### src/hw/rtl/bounded_ordered_list_engine_macros.svh
// Assertion macros shared by the bounded ordered list engine RTL.
// Depends on nothing; included by bounded_ordered_list_engine, which carries assertions.
`ifndef BOUNDED_ORDERED_LIST_ENGINE_MACROS_SVH
`define BOUNDED_ORDERED_LIST_ENGINE_MACROS_SVH

// Same-cycle implication, disabled while reset is asserted.
`define BOLE_ASSERT_NOW(lbl, clk, rst_n, ante, cons, msg) \
    lbl: assert property (@(posedge clk) disable iff (!rst_n) (ante) |-> (cons)) \
        else $error(msg);

// Next-cycle implication, disabled while reset is asserted.
`define BOLE_ASSERT_NEXT(lbl, clk, rst_n, ante, cons, msg) \
    lbl: assert property (@(posedge clk) disable iff (!rst_n) (ante) |=> (cons)) \
        else $error(msg);

`endif

### src/hw/rtl/bole_pkg.sv
// Shared constants and types for the bounded ordered list engine.
// Depends on nothing; used by bole_cell and bounded_ordered_list_engine.
package bole_pkg;

    // Number of storage cells and the width of the element count.
    localparam int DEPTH   = 64;
    localparam int FILL_W  = $clog2(DEPTH + 1);
    localparam int VAL_W   = 32;
    localparam int MODE_W  = 3;

    // Operation codes carried by the mode field.
    typedef enum logic [MODE_W-1:0] {
        MODE_INS_HEAD = 3'd0,
        MODE_INS_TAIL = 3'd1,
        MODE_INS_SORT = 3'd2,
        MODE_REM_HEAD = 3'd3,
        MODE_REM_TAIL = 3'd4,
        MODE_REM_VAL  = 3'd5,
        MODE_CONTAINS = 3'd6
    } t_mode;

    // Sequencer states: idle, compare in every cell, apply the shift.
    typedef enum logic [1:0] {
        ST_IDLE,
        ST_CMP,
        ST_APPLY
    } t_state;

    // Per-cell load control for the apply cycle.
    typedef struct packed {
        logic load_value;
        logic from_left;
        logic from_right;
    } t_cell_ctl;

endpackage

### src/hw/rtl/bole_cell.sv
// One storage cell of the list: holds a slot, compares it against the
// operand and loads from the operand or a neighbor. Depends on bole_pkg.
module bole_cell
    import bole_pkg::*;
(
    input  logic                    i_clk,
    input  logic                    i_cmp_en,
    input  logic signed [VAL_W-1:0] i_value,
    input  t_cell_ctl               i_ctl,
    input  logic signed [VAL_W-1:0] i_left,
    input  logic signed [VAL_W-1:0] i_right,
    output logic signed [VAL_W-1:0] o_slot,
    output logic                    o_eq,
    output logic                    o_ge,
    output logic                    o_gt
);

    logic signed [VAL_W-1:0] r_slot;
    logic                    r_eq;
    logic                    r_ge;
    logic                    r_gt;

    // Capture the comparison flags against the operand.
    always_ff @(posedge i_clk) begin
        if (i_cmp_en) begin
            r_eq <= (r_slot == i_value);
            r_ge <= (r_slot >= i_value);
            r_gt <= (r_slot > i_value);
        end
    end

    // Slot update: operand first, then a shift from either neighbor.
    // With no load requested the slot keeps its value.
    always_ff @(posedge i_clk) begin
        priority if (i_ctl.load_value) begin
            r_slot <= i_value;
        end else if (i_ctl.from_left) begin
            r_slot <= i_left;
        end else if (i_ctl.from_right) begin
            r_slot <= i_right;
        end else begin
            r_slot <= r_slot;
        end
    end

    assign o_slot = r_slot;
    assign o_eq   = r_eq;
    assign o_ge   = r_ge;
    assign o_gt   = r_gt;

endmodule

### config.mk
export PLATFORM = sky130hd
export DESIGN_NAME = bole_cell
export DESIGN_NICKNAME = d
export VERILOG_FILES = /design/src/hw/rtl/bounded_ordered_list_engine_macros.svh /design/src/hw/rtl/bole_pkg.sv /design/src/hw/rtl/bole_cell.sv
export SDC_FILE = /design/constraint.sdc
export NUM_CORES = 1
export LEC_CHECK = 0
export BUFFER_PORTS_ARGS = -buffer_cell sky130_fd_sc_hd__buf_4
export CORE_UTILIZATION = 49
export DETAILED_ROUTE_END_ITERATION = 8
export PLACE_DENSITY = 0.86
export SLEW_MARGIN = 20
export SYNTH_ARGS = -nofsm -noshare
export SYNTH_HDL_FRONTEND = slang
export SYNTH_SLANG_ARGS = --single-unit
### constraint.sdc
create_clock -name i_clk -period 4.9 [get_ports i_clk]
set_input_delay 0.98 -clock i_clk [delete_from_list [all_inputs] [get_ports i_clk]]
set_output_delay 0.98 -clock i_clk [all_outputs]
set_load 0.05 [all_outputs]
== Yosys cells after proc, flatten, opt, wreduce, memory -nomap -nowiden ==
Cells that the tools add are included.

* Flip-flop bits (word level): 35
* Output and inout bits: 35

* Multiplexer cells: 3
* Order comparisons: 2
* Reduce and logical (&&, ||, !) cells: 1
* Eq/ne operators: 1

{| class="wikitable"
|+ Operators with widths
! operator !! number
|-
| $mux W32 || 3
|-
| $eq A32 B32 Y1 || 1
|-
| $ge A32 B32 Y1 || 1
|-
| $gt A32 B32 Y1 || 1
|-
| $reduce_bool A3 Y1 || 1
|}

== Depth between registers and ports, before layout ==
* Depth in word-level cells: 3
* Mapped depth: 8
* Mapped depth without buffers: 8

== Worst setup path before layout ==
OpenSTA, ideal clock, no wires.

* Path type: input to register
* Start: input i_value[14]
* End: register r_ge (netlist: o_ge) (data pin)
* Cell stages on the path: 8
* Required time: 4638 ps
* Library setup time: 262 ps
* Data arrival time: 2715 ps
* Setup slack: 1922 ps
* Cells stage by stage: inv_1 -> ha_1 -> a21oi_2 -> nand2_1 -> a221o_1 -> a211o_1 -> a221oi_2 -> mux2_1

* Word-level cells in the longest chain between the ends: 1

{| class="wikitable"
|+ RTL lines
! what !! RTL line !! source
|-
| from (decl) || bole_cell.sv:8 || <nowiki>input logic signed [VAL_W-1:0] i_value,</nowiki>
|-
| $ge A32 B32 Y1 || bole_cell.sv:27 || <nowiki>r_ge <= (r_slot >= i_value);</nowiki>
|-
| to (signal assigned) || bole_cell.sv:27 ||
|-
| to (decl) || bole_cell.sv:20 || <nowiki>logic r_ge;</nowiki>
|}

No other way between the ends.
A chain may end at the register's enable or synchronous reset.

== Worst setup path after layout ==
Same ends and word-level chain as after synthesis.

==> metrics.txt <==
multi-input logic area=between 1000 and 1500 µm²; gpl congestion=around 0.85; share of cells above drive strength 1=a little under two fifths; yosys warns=0; H-tree depth=2; worst-case clock skew=between 0.007 and 0.008 ns; layout net count=approximately 520; Reg2Reg Depth=7; Die X=between 70 and 80 µm; vias in the first global route=roughly 2400; via count=roughly 2300; DRT Pass-1 Iters=4; TritonCTS buffer count=5; Post-CTS Hold Buffers=0; status=complete, no violations; fin crit share=59.5%; worst reg2reg path endpoint=o_ge$_DFFE_PP_; library cells used by synthesis=26; largest net degree at the start of global routing=66; Clock transition at path regs=0.07 ns; global-route wire length before repair=a little over 10 mm; post-synthesis sequential area ratio=roughly two fifths; Clk Latency, worst-skew pair=between 0.2 and 0.3 ns; sequential cell area=between 1000 and 1500 µm²; P&R area growth vs syn=44.9%; TritonCTS clock tree=built; synthesized instance count=around 260; clock root buffer=clkbuf_8; via density per instance=between 5 and 6; MaxCap Viol Count=0; maximum VDD drop=between 0.00015 and 0.0002 V; CTS Buffer Depth=2; max-slew violations=0; Filler Cell Count=approximately 360; reg-to-reg slack, setup=roughly 2.4 ns; drt total wl=between 6 and 7 mm; Critical Path End=o_ge$_DFFE_PP_; post-layout min period=between 2 and 3 ns; FP Rows=25; Worst Setup SP=i_value[14]; Crit. End Element=register; Top-Level Pins=between 100 and 150; worst path required time=4.93 ns; crit path max fanout=3; mapped cell area=between 2000 and 3000 µm²; slew margin rel.=between 60% and 70%; Fmax=about 340 MHz; CTS resizes=0; final setup fails=0; Antenna Cells=0; Post-CTS Setup Inserts=0; Place WS=approximately 1.7 ns; Post-DP HPWL=between 5 and 6 mm; WP data arrival=2.95 ns; Mapped Avg Cell Area=9.83 µm²; CTS Sinks=35; Sum Neg Setup Slack=0 ns; post-route ant nets=0; worst r2r src=o_slot[14]$_DFFE_PP_; Die Span Y=between 70 and 80 µm; Routed WL per cell=13.9 µm; Initial DRC Count=97; Mapped Nets=~390; Initial Utilization=52.5%; DRC Markers=0; Least-Margin Pin Slew=0.556 ns; initial antenna violation count=0; Worst Slack Setup Final=about 2 ns; Pwr Density=about 270 nW/µm²; CP Launch Type=primary input; remaining global-route overflow=0; core area=4850 µm²; total track usage=24.4%; kind of critical path=in2reg; unrepaired setup endpoints after global routing=false; Pleak=roughly 1.9 nW; flops & latches, synth=35; endpoints failing hold=0; class of the worst hold path=reg2reg; die area=around 5500 µm²; Port-buffer cells=between 100 and 150
-- routing by layer --
metal | GRT usage [%] | up-vias | share of wire (%)
li1 | - | 1191 | -
met4 | 10.0 | 0 | 2.2
met3 | 6.50 | 15 | 6.1
met2 | 43.3 | 93 | 52
met1 | 27.6 | 1046 | 40
met5 | 0 | - | 0
-- flip-flops by register name (all words and copies together) (netlist names) --
name,cells
o_gt,1
o_eq,1
o_ge,1
o_slot,32
-- worst min-delay path by stage --
stage | start | endpoint | slack [ns] | cells past startpoint
after floorplan | i_cmp_en | o_eq$_DFFE_PP_ | 1.09 | 0
after global placement | o_slot[31]$_DFFE_PP_ | o_ge$_DFFE_PP_ | 0.78 | 2
after detailed placement | o_slot[31]$_DFFE_PP_ | o_ge$_DFFE_PP_ | 0.80 | 2
after CTS | o_slot[31]$_DFFE_PP_ | o_ge$_DFFE_PP_ | 0.83 | 2
after global routing | o_slot[31]$_DFFE_PP_ | o_ge$_DFFE_PP_ | 0.88 | 2
final | o_slot[31]$_DFFE_PP_ | o_ge$_DFFE_PP_ | 0.83 | 2
-- cells in the final DEF (no fill, tap or decap), types with 2 or more instances in the layout --
cell      netlist  routed
a21oi_1        11      11
inv_1          34      34
and4_1          2       2
clkbuf_1        8       2
mux2i_1        33      33
edfxtp_1       35      35
ha_1           32      32
a21o_1          4       4
nand2_1        39      39
nand3_1         4       4
nand4_1         5       5
a211o_1         2       2
clkbuf_8        0       5
nor2_1          3       3
a221o_1         2       2
buf_4           0     136
o21ai_0        33      33
-- cells by family (layout without fill, tap and decap cells) --
family / count (synthesis) / after routing / synth area share (%)
AO/OA/AOI/OAI: 57 / 57 / 13.1
AND/OR/NAND/NOR: 56 / 56 / 9.78
buffers and inverters: 45 / 178 / 6.73
flip-flops: 35 / 35 / 41.3
multiplexers: 34 / 34 / 13.4
adder cells (fa/ha/maj): 32 / 32 / 15.7
-- critical path, stage by stage --
cell	delay, ns
buf_4	0.08
inv_1	0.03
ha_1	0.32
nand4_1	0.17
nor2_1	0.07
a221o_1	0.32
a211o_1	0.25
a221oi_2	0.36
mux2_1	0.36
-- synthesized netlist by cell type, drive strengths merged --
cell | instances | share of area (%)
o21ai | 35 | 7.0
ha | 32 | 16
nand3 | 4 | 0.79
or3 | 1 | 0.25
inv | 34 | 5.0
a21o | 4 | 1.2
nor2 | 3 | 0.44
edfxtp | 35 | 41
clkbuf | 8 | 1.2
a21oi | 12 | 2.5
nor4 | 1 | 0.25
and4 | 2 | 0.69
a211o | 2 | 0.69
mux2i | 33 | 13
nor4bb | 1 | 0.39
buf | 3 | 0.54
nand4 | 5 | 1.2
o21a | 1 | 0.29
a221oi | 1 | 0.59
mux2 | 1 | 0.44
a221o | 2 | 0.79
nand2 | 39 | 5.7
-- power breakdown --
| group | switching, mW | internal, mW |
|---|---|---|
| clock | 0.103 | 0.0997 |
| sequential | 0.0192 | 0.371 |
| combinational | 0.235 | 0.159 |
-- cell type report --
| class | count | share of cell area [%] |
|---|---|---|
| inverter | 34 | 3.46 |
| clock inverter | 1 | 0.136 |
| multi-input combinational | 179 | 35.9 |
| sequential | 35 | 28.5 |
| clock buffer | 7 | 2.07 |
| timing repair buffer | 136 | 27.7 |
| tap | 67 | 2.27 |
-- metrics by stage --
step	total power, mW	instance area (µm²)	hold WS (ns)	utilization (%)	std cells
after floorplan	0.639	2550	1.09	-	259
after global placement	0.780	3610	0.780	74.4	451
after detailed placement	0.791	3610	0.799	74.4	451
after CTS	0.993	3690	0.826	76.1	459
after global routing	1.04	3690	0.885	76.1	459
final	0.988	3690	0.825	76.1	459
(Power assumes the default switching activity.)
